### config.mk
export PLATFORM = sky130hd
export DESIGN_NAME = bracket_completion_stack_core
export DESIGN_NICKNAME = d
export VERILOG_FILES = /design/src/bcs_pkg.sv /design/src/bcs_ram.sv /design/src/bracket_completion_stack_core.sv
export SDC_FILE = /design/constraint.sdc
export NUM_CORES = 1
export LEC_CHECK = 0
export BUFFER_PORTS_ARGS = -buffer_cell sky130_fd_sc_hd__buf_2
export CAP_MARGIN = 10
export CORE_ASPECT_RATIO = 1.25
export CORE_MARGIN = 3
export CORE_UTILIZATION = 61
export CTS_BUF_LIST = sky130_fd_sc_hd__clkbuf_8
export CTS_CLUSTER_SIZE = 8
export DETAILED_ROUTE_END_ITERATION = 12
export PLACE_DENSITY = 0.8
export SETUP_SLACK_MARGIN = 0.05
export SYNTH_ARGS = -nofsm -noshare
export SYNTH_HDL_FRONTEND = slang
export SYNTH_SLANG_ARGS = --single-unit
### constraint.sdc
create_clock -name clk -period 4.99 [get_ports clk]
set_input_delay 0.2495 -clock clk [delete_from_list [all_inputs] [get_ports clk]]
set_output_delay 0.2495 -clock clk [all_outputs]
set_load 0.02 [all_outputs]
### src/bcs_pkg.sv
// Package for the bracket completion stack: item types, request codes,
// controller states and the opener/closer decode functions.
// No dependencies.
package bcs_pkg;

  // Widths fixed by the item fields
  localparam int unsigned REQ_W     = 2;
  localparam int unsigned CHAR_W    = 8;
  localparam int unsigned PEND_W    = 6;
  localparam int unsigned CODE_W    = 2;

  // Request codes
  localparam logic [REQ_W-1:0] REQ_TEXT     = 2'd0;
  localparam logic [REQ_W-1:0] REQ_COMPLETE = 2'd1;
  localparam logic [REQ_W-1:0] REQ_CLEAR    = 2'd2;

  // Bracket characters
  localparam logic [CHAR_W-1:0] CH_LBRACE = 8'h7B;  // {
  localparam logic [CHAR_W-1:0] CH_RBRACE = 8'h7D;  // }
  localparam logic [CHAR_W-1:0] CH_LBRACK = 8'h5B;  // [
  localparam logic [CHAR_W-1:0] CH_RBRACK = 8'h5D;  // ]
  localparam logic [CHAR_W-1:0] CH_LPAREN = 8'h28;  // (
  localparam logic [CHAR_W-1:0] CH_RPAREN = 8'h29;  // )
  localparam logic [CHAR_W-1:0] CH_LANGLE = 8'h3C;  // <
  localparam logic [CHAR_W-1:0] CH_RANGLE = 8'h3E;  // >

  // Closer codes as stored on the stack
  localparam logic [CODE_W-1:0] CODE_BRACE = 2'd0;
  localparam logic [CODE_W-1:0] CODE_BRACK = 2'd1;
  localparam logic [CODE_W-1:0] CODE_PAREN = 2'd2;
  localparam logic [CODE_W-1:0] CODE_ANGLE = 2'd3;

  typedef struct packed {
    logic [REQ_W-1:0]  req_type;
    logic [CHAR_W-1:0] text_byte;
  } bcs_req_t;

  typedef struct packed {
    logic [CHAR_W-1:0] closer_char;
    logic              has_char;
    logic              last;
    logic              error_seen;
    logic              overflow_seen;
    logic [PEND_W-1:0] pending_count;
  } bcs_rsp_t;

  typedef struct packed {
    logic              hit;
    logic [CODE_W-1:0] code;
  } bcs_decode_t;

  typedef enum logic [1:0] {
    ST_IDLE,
    ST_WALK,
    ST_DRAIN
  } bcs_state_t;

  // Map an opener byte to the code of its closer
  function automatic bcs_decode_t opener_decode(input logic [CHAR_W-1:0] b);
    bcs_decode_t d;
    d.hit  = 1'b1;
    d.code = CODE_BRACE;
    unique case (b)
      CH_LBRACE: d.code = CODE_BRACE;
      CH_LBRACK: d.code = CODE_BRACK;
      CH_LPAREN: d.code = CODE_PAREN;
      CH_LANGLE: d.code = CODE_ANGLE;
      default:   d.hit  = 1'b0;
    endcase
    return d;
  endfunction

  // Map a closer byte to its code
  function automatic bcs_decode_t closer_decode(input logic [CHAR_W-1:0] b);
    bcs_decode_t d;
    d.hit  = 1'b1;
    d.code = CODE_BRACE;
    unique case (b)
      CH_RBRACE: d.code = CODE_BRACE;
      CH_RBRACK: d.code = CODE_BRACK;
      CH_RPAREN: d.code = CODE_PAREN;
      CH_RANGLE: d.code = CODE_ANGLE;
      default:   d.hit  = 1'b0;
    endcase
    return d;
  endfunction

  // Closer character for a stored code
  function automatic logic [CHAR_W-1:0] closer_char_of(input logic [CODE_W-1:0] c);
    logic [CHAR_W-1:0] ch;
    unique case (c)
      CODE_BRACE: ch = CH_RBRACE;
      CODE_BRACK: ch = CH_RBRACK;
      CODE_PAREN: ch = CH_RPAREN;
      CODE_ANGLE: ch = CH_RANGLE;
      default:    ch = CH_RBRACE;
    endcase
    return ch;
  endfunction

endpackage

### src/bcs_ram.sv
// Generic single-port-write, single-port-read RAM with registered read.
// Read data holds while the read enable is low. No dependencies.
module bcs_ram #(
  parameter int unsigned WIDTH = 2,
  parameter int unsigned DEPTH = 32
) (
  input  logic                                   clk,
  input  logic                                   wr_en,
  input  logic [((DEPTH > 1) ? $clog2(DEPTH) : 1)-1:0] wr_addr,
  input  logic [WIDTH-1:0]                       wr_data,
  input  logic                                   rd_en,
  input  logic [((DEPTH > 1) ? $clog2(DEPTH) : 1)-1:0] rd_addr,
  output logic [WIDTH-1:0]                       rd_data
);

  logic [WIDTH-1:0] mem [DEPTH];

  // Write port
  always_ff @(posedge clk) begin
    if (wr_en) begin
      mem[wr_addr] <= wr_data;
    end
  end

  // Registered read port
  always_ff @(posedge clk) begin
    if (rd_en) begin
      rd_data <= mem[rd_addr];
    end
  end

endmodule

### src/bracket_completion_stack_core.sv
// Top level of the bracket completion stack: controller, read pipeline and
// result register around one closer-stack RAM.
// Depends on bcs_pkg and bcs_ram.
//
//   channel | signals                    | direction | carries
//   --------+----------------------------+-----------+-------------------------
//   request | req_valid, req_ready, req  | in        | bcs_req_t text/cmd item
//   result  | rsp_valid, rsp_ready, rsp  | out       | bcs_rsp_t closer item
//
// Text bytes and clear requests produce no result.
// A complete request with n closers pending walks the RAM read port one
// entry per cycle while the result side does not stall, and gives max(n, 1)
// results; requests wait until the walk and its drain state have ended.
// Result stalls stretch the walk; a text item is still taken while the last
// result waits. Reset clears count, flags and control, never the stack RAM.
module bracket_completion_stack_core #(
  parameter int unsigned STACK_DEPTH = 32
) (
  input  logic             clk,
  input  logic             rst,
  input  logic             req_valid,
  output logic             req_ready,
  input  bcs_pkg::bcs_req_t req,
  output logic             rsp_valid,
  input  logic             rsp_ready,
  output bcs_pkg::bcs_rsp_t rsp
);

  import bcs_pkg::*;

  localparam int unsigned ADDR_W = (STACK_DEPTH > 1) ? $clog2(STACK_DEPTH) : 1;
  localparam int unsigned CNT_W  = $clog2(STACK_DEPTH + 1);
  localparam logic [CNT_W-1:0] CNT_FULL = CNT_W'(STACK_DEPTH);
  localparam logic [CNT_W-1:0] CNT_ONE  = CNT_W'(1);

  // Control state
  bcs_state_t        state;
  bcs_state_t        state_next;
  logic [CNT_W-1:0]  count;
  logic [CNT_W-1:0]  count_next;
  logic              error_flag;
  logic              overflow_flag;
  logic              fwd_valid;
  logic [CODE_W-1:0] fwd_code;
  logic [ADDR_W-1:0] walk_idx;

  // Read stage: rd_data carries the closer of the staged result
  logic              st_valid;
  logic              st_has;
  logic              st_last;

  // RAM port signals
  logic              wr_en;
  logic [ADDR_W-1:0] wr_addr;
  logic              rd_en;
  logic [ADDR_W-1:0] rd_addr;
  logic [CODE_W-1:0] rd_data;

  // Decode and control
  logic              accept;
  logic              move;
  logic              can_issue;
  logic              issue;
  logic              issue_has;
  logic              issue_last;
  logic              push;
  logic              pop;
  logic              set_err;
  logic              set_ovf;
  logic              do_clear;
  logic              walk_load;
  logic              walk_dec;
  logic [CODE_W-1:0] top_code;
  logic [CNT_W-1:0]  cnt_dec;
  logic [CNT_W-1:0]  cur_dec;
  bcs_decode_t       op_dec;
  bcs_decode_t       cl_dec;

  bcs_ram #(
    .WIDTH (CODE_W),
    .DEPTH (STACK_DEPTH)
  ) u_stack (
    .clk     (clk),
    .wr_en   (wr_en),
    .wr_addr (wr_addr),
    .wr_data (op_dec.code),
    .rd_en   (rd_en),
    .rd_addr (rd_addr),
    .rd_data (rd_data)
  );

  assign req_ready = (state == ST_IDLE);
  assign accept    = req_valid && req_ready;
  assign move      = st_valid && (!rsp_valid || rsp_ready);
  assign can_issue = !st_valid || move;
  assign op_dec    = opener_decode(req.text_byte);
  assign cl_dec    = closer_decode(req.text_byte);
  // Forward a push that collided with the top-of-stack read
  assign top_code  = fwd_valid ? fwd_code : rd_data;
  assign cur_dec   = count - CNT_ONE;
  assign cnt_dec   = count_next - CNT_ONE;
  assign wr_en     = push;
  assign wr_addr   = count[ADDR_W-1:0];

  // Next state
  always_comb begin
    state_next = state;
    unique case (state)
      ST_IDLE: begin
        if (accept && (req.req_type == REQ_COMPLETE)) begin
          state_next = ST_WALK;
        end
      end
      ST_WALK: begin
        if (can_issue && ((count == '0) || (walk_idx == '0))) begin
          state_next = ST_DRAIN;
        end
      end
      ST_DRAIN: begin
        if (can_issue) begin
          state_next = ST_IDLE;
        end
      end
      default: state_next = ST_IDLE;
    endcase
  end

  // Stack update, RAM reads and walk control
  always_comb begin
    push       = 1'b0;
    pop        = 1'b0;
    set_err    = 1'b0;
    set_ovf    = 1'b0;
    do_clear   = 1'b0;
    walk_load  = 1'b0;
    walk_dec   = 1'b0;
    issue      = 1'b0;
    issue_has  = 1'b0;
    issue_last = 1'b0;
    rd_en      = 1'b0;
    rd_addr    = walk_idx;
    unique case (state)
      ST_IDLE: begin
        if (accept) begin
          unique case (req.req_type)
            REQ_TEXT: begin
              if (!error_flag) begin
                if (op_dec.hit) begin
                  if (count == CNT_FULL) begin
                    set_err = 1'b1;
                    set_ovf = 1'b1;
                  end else begin
                    push = 1'b1;
                  end
                end else if (cl_dec.hit) begin
                  if ((count != '0) && (top_code == cl_dec.code)) begin
                    pop = 1'b1;
                  end else begin
                    set_err = 1'b1;
                  end
                end
              end
            end
            REQ_COMPLETE: walk_load = 1'b1;
            REQ_CLEAR:    do_clear  = 1'b1;
            default: ;
          endcase
        end
        // Keep the top entry in the read register
        rd_en   = 1'b1;
        rd_addr = cnt_dec[ADDR_W-1:0];
      end
      ST_WALK: begin
        if (can_issue) begin
          issue = 1'b1;
          if (count == '0) begin
            issue_last = 1'b1;
          end else begin
            rd_en      = 1'b1;
            rd_addr    = walk_idx;
            issue_has  = 1'b1;
            issue_last = (walk_idx == '0);
            walk_dec   = (walk_idx != '0);
          end
        end
      end
      ST_DRAIN: begin
        // Restore the top-of-stack read once the stage empties
        if (can_issue) begin
          rd_en   = 1'b1;
          rd_addr = cur_dec[ADDR_W-1:0];
        end
      end
      default: ;
    endcase
  end

  always_comb begin
    count_next = count;
    if (do_clear) begin
      count_next = '0;
    end else if (push) begin
      count_next = count + CNT_ONE;
    end else if (pop) begin
      count_next = count - CNT_ONE;
    end
  end

  // Control registers
  always_ff @(posedge clk) begin
    if (rst) begin
      state         <= ST_IDLE;
      count         <= '0;
      error_flag    <= 1'b0;
      overflow_flag <= 1'b0;
      fwd_valid     <= 1'b0;
      st_valid      <= 1'b0;
      rsp_valid     <= 1'b0;
    end else begin
      state     <= state_next;
      count     <= count_next;
      fwd_valid <= push;
      if (do_clear) begin
        error_flag    <= 1'b0;
        overflow_flag <= 1'b0;
      end else begin
        if (set_err) error_flag    <= 1'b1;
        if (set_ovf) overflow_flag <= 1'b1;
      end
      // Advance the read stage
      if (issue) begin
        st_valid <= 1'b1;
      end else if (move) begin
        st_valid <= 1'b0;
      end
      // Hold the result until taken
      if (move) begin
        rsp_valid <= 1'b1;
      end else if (rsp_ready) begin
        rsp_valid <= 1'b0;
      end
    end
  end

  // Payload registers
  always_ff @(posedge clk) begin
    if (push) begin
      fwd_code <= op_dec.code;
    end
    if (walk_load) begin
      walk_idx <= cur_dec[ADDR_W-1:0];
    end else if (walk_dec) begin
      walk_idx <= walk_idx - ADDR_W'(1);
    end
    if (issue) begin
      st_has  <= issue_has;
      st_last <= issue_last;
    end
    if (move) begin
      rsp.closer_char   <= st_has ? closer_char_of(rd_data) : '0;
      rsp.has_char      <= st_has;
      rsp.last          <= st_last;
      rsp.error_seen    <= error_flag;
      rsp.overflow_seen <= overflow_flag;
      rsp.pending_count <= PEND_W'(count);
    end
  end

endmodule

==> impl_metrics.yaml, run 1 <==
timing:
  max_clock_freq_mhz: 214
  finalSetupViolCount: 0
  maxSlewHeadroom_pct: 35.6
  rsz_0062_raised_after_global_routing: "false"
  min_period_over_period_pct: 93.7
  worst_clock_skew_ps: 7.12
  final.setup.tns_ps: 0
  tightestPinTransition_ps: 965
  finalMaxSlewViolations: 0
  hold_viol_final: 0
  period_minus_slack_ps: 4670
flow_run:
  drv_cap: 0
pwr:
  p_clk_share_pct: 33.2
  power_per_cell_area_nw_per_um2: 282
  combPwrFrac_pct: 6.0
  power.internal_uw: 1230
  power.total_uw: 1570
  peakVddDrop_uv: 176
  proportion_of_total_power_due_to_net_switching_pct: 21.7
  p_leak_uw: 0.00201
  net-switching-power_uw: 340
  share_seq_of_total_power_pct: 60.7
floorplan:
  num_rows: 36
  fp.dieH_um: 108
  fp.coreArea_sq_um: 7970
  die-width_um: 87.8
  initial_utilization_pct: 63.9
  die_area_sq_um: 9490
  pin_count: 34
synthesis:
  syn_area_sq_um: 5100
  postSynthCellCount: 411
  synth-main-ff-cell: "edfxtp_1"
  synth_async_sr_flop_share_pct: 0
  synth_top_area_cell: "edfxtp_1"
  leading_post_synthesis_cells_by_instance_count: "91 x edfxtp_1, 66 x mux2i_1, 58 x nor2_1"
  postSynthNetCount: 432
  synth-warning-count: 0
  syn-mean-instance-area_sq_um: 12.4
  synth_seq_area_share_pct: 58.7
  yosys.cell_types.count: 63
  synth_enable_flop_cells: 91
  ys_ff_latch: 104
  yosys.area.top_type_share_pct: 53.6
  post_synth_main_area_contributors: "edfxtp_1 54%, mux2i_1 13%, dfxtp_1 5.1%"
  synth_most_common_cell: "edfxtp_1"
placed_design:
  place.port_buffers: 32
  dp.final_hpwl_um: 7320
  numPlacedInstances: 524
  gpl.final_weighted_congestion: 0.851
global_route:
  grt-ovfl-total: 0
  track_usage_pct: 24.1
  maximum_number_of_pins_on_one_net_before_global_route_repair: 34
  grt_first_pass_wirelength_um: 17100
  antenna_found_initial: 0
  grt_pass1_vias: 3402
clocking:
  clk_latency_ps: 370
  ctsLongestPathBuffers: 2
  clock_tree.htree_level_count: 3
  cts_tree: "yes"
  cts.root.buffer_cell: "clkbuf_8"
  number_of_gates_resized_after_cts: 0
  postCtsSetupRepairBufs: 0
  postCtsHoldBufs: 0
  clk_pin_slew_worst_paths_ps: 90
  clock-sinks: 104
  cts_made_buffers: 9
critical_path:
  crit_path_start_kind: "flip-flop"
  worst-setup-path-type: "flip-flop to flip-flop"
  worstReg2RegStart: "count[0]"
  r2r-end: "u_stack.rd_data[1]"
  cp.arrival_ps: 4800
  critical_path.max_fanout: 32
  kind_of_capture_point_of_the_worst_setup_path: "flip-flop"
  cp_data_required_time_ps: 5110
  ff2ff_path_depth: 18
  worst_reg_to_reg_setup_slack_ps: 320
min_path:
  hold_path_depth: 2
  min-delay-path-class: "input port to flip-flop"
  hold_path_end: "st_valid"
  hold_start: "rst"
run_status:
  outcome: "finished, final reports clean"
final_layout:
  antenna-diode-count: 0
  layout-drive-gt1-share_pct: 15.3
  synthToLayoutAreaGrowth_pct: 8.84
  post-route-util_pct: 69.6
  instances_no_fill: 540
  fin_nets: 461
detailed_routing:
  route.vias.total: 3353
  first_iter_violations: 230
  vias_per_cell: 6.21
  route.antenna.remaining_nets: 0
  wl_um: 10600
  detail_route.first_pass.iterations: 5
  detail_route.wl_per_cell_um: 19.5
  detail_route.drc_violations: 0
==> cell families after synthesis <==
group	Yosys count	synth area share (%)
AND/OR/NAND/NOR	130	12.9
other	1	0.0736
buffers and inverters	34	3.04
flip-flops	104	58.7
XOR/XNOR	11	1.89
AO/OA/AOI/OAI	53	7.54
adder cells (fa/ha/maj)	7	1.72
multiplexers	71	14.1
==> power by group through the flow <==
stage | registers (uW) | clock network [uW] | logic [uW]
final | 951 | 521 | 94.5
after CTS | 951 | 528 | 94.3
after floorplan | 968 | 0 | 67.5
after global placement | 971 | 0 | 91.1
after global routing | 952 | 557 | 102
after detailed placement | 971 | 0 | 93.6
==> cell usage in the layout (no fill, tap or decap), types with 7 or more instances in the layout <==
| cell type | instances |
|---|---|
| o21ai_0 | 12 |
| a21oi_1 | 9 |
| mux2i_1 | 66 |
| nand2_1 | 21 |
| nor3_1 | 9 |
| ha_1 | 7 |
| buf_2 | 32 |
| clkbuf_8 | 10 |
| edfxtp_1 | 91 |
| nor2_1 | 58 |
| xnor2_1 | 9 |
| dfxtp_1 | 13 |
| inv_1 | 17 |
==> through the flow <==
step                area (sq um)  hold WS [ps]  setup slack (ps)
global route                5550           182              56.3
detailed placement          5350           425               487
CTS                         5550           168               405
floorplan                   5100           400               578
finish                      5550           177               316
global placement            5350           419               669
==> layout make-up <==
class,count,area (sq um)
Tap cell,95,119
Timing Repair Buffer,36,203
Fill cell,559,2430
Inverter,16,62.6
Multi-Input combinational cell,273,1970
Clock buffer,10,138
Sequential cell,104,2990
Clock inverter,6,58.8
==> how the worst max path moves through the flow <==
stage | start | to | depth (start not counted)
2_1_floorplan | count[0] | u_stack.rd_data[1] | 19
3_3_place_gp | count[0] | u_stack.rd_data[0] | 18
3_5_place_dp | count[0] | u_stack.rd_data[1] | 18
4_1_cts | count[0] | u_stack.rd_data[1] | 18
5_1_grt | count[0] | u_stack.rd_data[1] | 18
6_report | count[0] | u_stack.rd_data[1] | 18
==> worst max-delay path, stage by stage (launching register included) <==
cell and delay (ps):
dfxtp_1 600, inv_1 220, ha_1 330, or4b_4 270, o21bai_1 70, mux2i_1 320
nand3_2 270, mux2_2 330, o21ai_0 70, nand2_1 110, ha_1 280, nor3_1 70
a221oi_4 300, buf_12 280, mux2i_1 250, mux2i_1 110, mux2i_1 160, mux2i_1 100
mux2_2 280
==> routing by layer <==
| metal | global-route usage, % | up-vias | wire, um |
|---|---|---|---|
| met1 | 30.7 | 1642 | 4400 |
| met5 | 0 | - | 0 |
| met2 | 40.7 | 93 | 5420 |
| met3 | 4.42 | 36 | 412 |
| met4 | 8.77 | 0 | 322 |
| li1 | - | 1582 | - |
==> registers in the layout, indices dropped and copies added (netlist names) <==
| register | flops |
|---|---|
| rsp | 16 |
| overflow_flag | 1 |
| fwd_code | 2 |
| error_flag | 1 |
| rsp_valid | 1 |
| walk_idx | 5 |
| fwd_valid | 1 |
| st_valid | 1 |
| st_last | 1 |
| u_stack.rd_data | 2 |
| st_has | 1 |
| state | 2 |
| count | 6 |
| u_stack.mem | 64 |
No activity file was read; power rests on OpenSTA's default activity.
==> run 2: changes to the inputs <==
- ABC_AREA: default -> 1
- SKIP_CTS_REPAIR_TIMING: default -> 1
==> impl_metrics.yaml, run 2 <==
run_status:
  outcome: "finished, final reports clean"
timing:
  maxSlewHeadroom_pct: 29.4
  worst_clock_skew_ps: 12.3
  timing.final.ws_setup_ps: 1250
  rsz_0062_raised_after_global_routing: "false"
  finalSetupViolCount: 0
  hold_viol_final: 0
  tightestPinTransition_ps: 1060
  max_clock_freq_mhz: 267
  hold_ws_ps: 138
  finalMaxSlewViolations: 0
  final.setup.tns_ps: 0
  min_period_over_period_pct: 75.0
  period_minus_slack_ps: 3740
synthesis:
  syn-mean-instance-area_sq_um: 9.12
  synth-main-ff-cell: "edfxtp_1"
  leading_post_synthesis_cells_by_instance_count: "110 x nand2_1, 92 x inv_1, 91 x edfxtp_1, 91 x nand3_1, 60 x nor2_1"
  ys_ff_latch: 104
  yosys.cell_types.count: 38
  synth_most_common_cell: "nand2_1"
  synth_seq_area_share_pct: 55.9
  syn_area_sq_um: 5350
  synth-warning-count: 0
  post_synth_main_area_contributors: "edfxtp_1 51%, nand3_1 8.5%, nand2_1 7.7%"
  synth_top_area_cell: "edfxtp_1"
  postSynthNetCount: 608
  postSynthCellCount: 587
  synth_async_sr_flop_share_pct: 0
  yosys.area.top_type_share_pct: 51.1
  synth_enable_flop_cells: 91
final_layout:
  instances_no_fill: 740
  regArea_sq_um: 2990
  layout-drive-gt1-share_pct: 12.8
  most_common_cell_after_layout_fill_and_taps_aside: "nand2_1"
  fill_cells: 689
  design_area_sq_um: 5780
  largest_register: "u_stack.mem"
  antenna-diode-count: 0
  largest_register_ff_count: 64
  layout_common_cells: "110 x nand2_1, 92 x inv_1, 91 x nand3_1, 91 x edfxtp_1, 60 x nor2_1"
  area_used_by_multi_input_combinational_logic_sq_um: 1900
  synthToLayoutAreaGrowth_pct: 7.99
  largestRegisters: "u_stack.mem x64, rsp x16, count x6"
  fin_nets: 639
clocking:
  cts_tree: "yes"
  cts.root.buffer_cell: "clkbuf_8"
  clock_tree.htree_level_count: 3
  ctsLongestPathBuffers: 2
  cts_made_buffers: 9
  clk_latency_ps: 380
  clock-sinks: 104
  clk_pin_slew_worst_paths_ps: 100
global_route:
  maximum_number_of_pins_on_one_net_before_global_route_repair: 34
  grt_first_pass_wirelength_um: 20400
  antenna_found_initial: 0
  grt-ovfl-total: 0
  grt_pass1_vias: 4231
  track_usage_pct: 26.0
min_path:
  min-delay-path-class: "input port to flip-flop"
  hold_start: "rsp_ready"
  hold_path_depth: 4
  hold_path_end: "rsp_valid"
critical_path:
  crit_path_start_kind: "flip-flop"
  cp.buffers_inverters: 3
  cp.arrival_ps: 4000
  worst_reg_to_reg_setup_slack_ps: 1250
  ff2ff_path_depth: 23
  worst-setup-path-type: "flip-flop to flip-flop"
  crit_path_top_delay_cell: "dfxtp_1"
  cp_slowest_stage_delay_ps: 470
  critical_path.max_fanout: 17
  cp_cell_sequence: "inv_1 -> ha_1 -> nand2_1 -> nor2_2 -> nand2_1 -> nand2_1 -> nor2_4 -> nand3_4 -> nand2_1 -> nand2_1 -> nand2_1 -> nand2_1 -> ha_1 -> o22ai_1 -> a31oi_2 -> buf_4 -> inv_1 -> nand3_1 -> nand3_1 -> nand3_1 -> nand2_1 -> nand2_1 -> nand2_1"
  worstReg2RegStart: "count[0]"
  crit_cells: 23
  kind_of_capture_point_of_the_worst_setup_path: "flip-flop"
  cp_data_required_time_ps: 5250
  r2r-end: "u_stack.rd_data[1]"
  worst_path_dominant_cell_family: "simple AND/OR/NAND/NOR gates"
  cpMostUsedCell: "nand2_1"
detailed_routing:
  detail_route.drc_violations: 0
  vias_per_cell: 5.70
  route.vias.total: 4215
  first_iter_violations: 361
  detail_route.wl_per_cell_um: 16.8
  route.antenna.remaining_nets: 0
  wl_um: 12400
  detail_route.first_pass.iterations: 7
floorplan:
  fp.dieH_um: 111
  die-width_um: 89.8
  initial_utilization_pct: 63.9
  num_rows: 37
  die_area_sq_um: 9940
  fp.coreArea_sq_um: 8380
  pin_count: 34
placed_design:
  numPlacedInstances: 724
  place.port_buffers: 32
  placement_cell_area_sq_um: 5600
  gpl.final_weighted_congestion: 0.907
  place_worst_setup_slack_ps: 1340
  dp.final_hpwl_um: 8880
flow_run:
  drv_cap: 0
pwr:
  power_per_cell_area_nw_per_um2: 270
  p_leak_uw: 0.00253
  peakVddDrop_uv: 180
run 2: cell count changes after synthesis, sizes merged, moves of 5 or more:
cell    before  now
nand2       21  115
nand3        8   95
inv         16  100
mux2i       66    1
nand3b       0   23
xnor2        9    1
nor2        59   66
or3          5    0
run 2: area by class of cell:
cell class                      instances  area share, %
Sequential cell                       104           51.8
Multi-Input combinational cell        367           32.8
Inverter                              100           6.49
Timing Repair Buffer                   36           3.29
Tap cell                              117           2.53
Clock buffer                            9           2.14
Clock inverter                          7          0.952
run 2: metal layers:
layer / GRT usage [%] / vias to the layer above / share of wire [%]
met1: 30.3 / 1975 / 38
met3: 4.34 / 44 / 6.4
met5: 0 / - / 0
met4: 14.0 / 0 / 4.2
li1: - / 2006 / -
met2: 45.8 / 190 / 51
run 2: worst max-delay path by stage:
stage | from | end | slack (ps)
6_report | count[0] | u_stack.rd_data[1] | 1250
5_1_grt | count[0] | u_stack.rd_data[1] | 950
4_1_cts | count[0] | u_stack.rd_data[1] | 1320
3_5_place_dp | count[0] | u_stack.rd_data[1] | 1340
3_3_place_gp | count[0] | u_stack.rd_data[0] | 1500
2_1_floorplan | count[0] | u_stack.rd_data[0] | 1810
run 2: kinds of logic (layout without fill, tap and decap cells):
logic type      Yosys count  count (layout)  share of synthesized area (%)
flops                   104             104                           55.9
fa+ha+maj                 7               7                           1.64
simple gates            310             310                           27.7
buf+inv                 116             152                           8.65
xor+xnor                  7               7                           1.15
other cells               1               1                         0.0701
compound gates           40              40                           4.49
mux                       2               2                          0.397
run 2: tightest hold or removal path: stages:
cell	delay [ps]
buf_2	80
nor2_1	40
inv_1	60
a21oi_1	60
run 2: where the power goes:
part	switching [uW]	internal (uW)	total, uW
clock	309	187	496
sequential	9.04	943	952
combinational	76.2	36.8	113
run 2: stage by stage:
stage / total power (uW) / util (%)
4_1_cts: 1560 / 69.0
2_1_floorplan: 1050 / -
5_1_grt: 1600 / 69.0
3_3_place_gp: 1080 / 66.9
3_5_place_dp: 1080 / 66.9
6_report: 1560 / 69.0
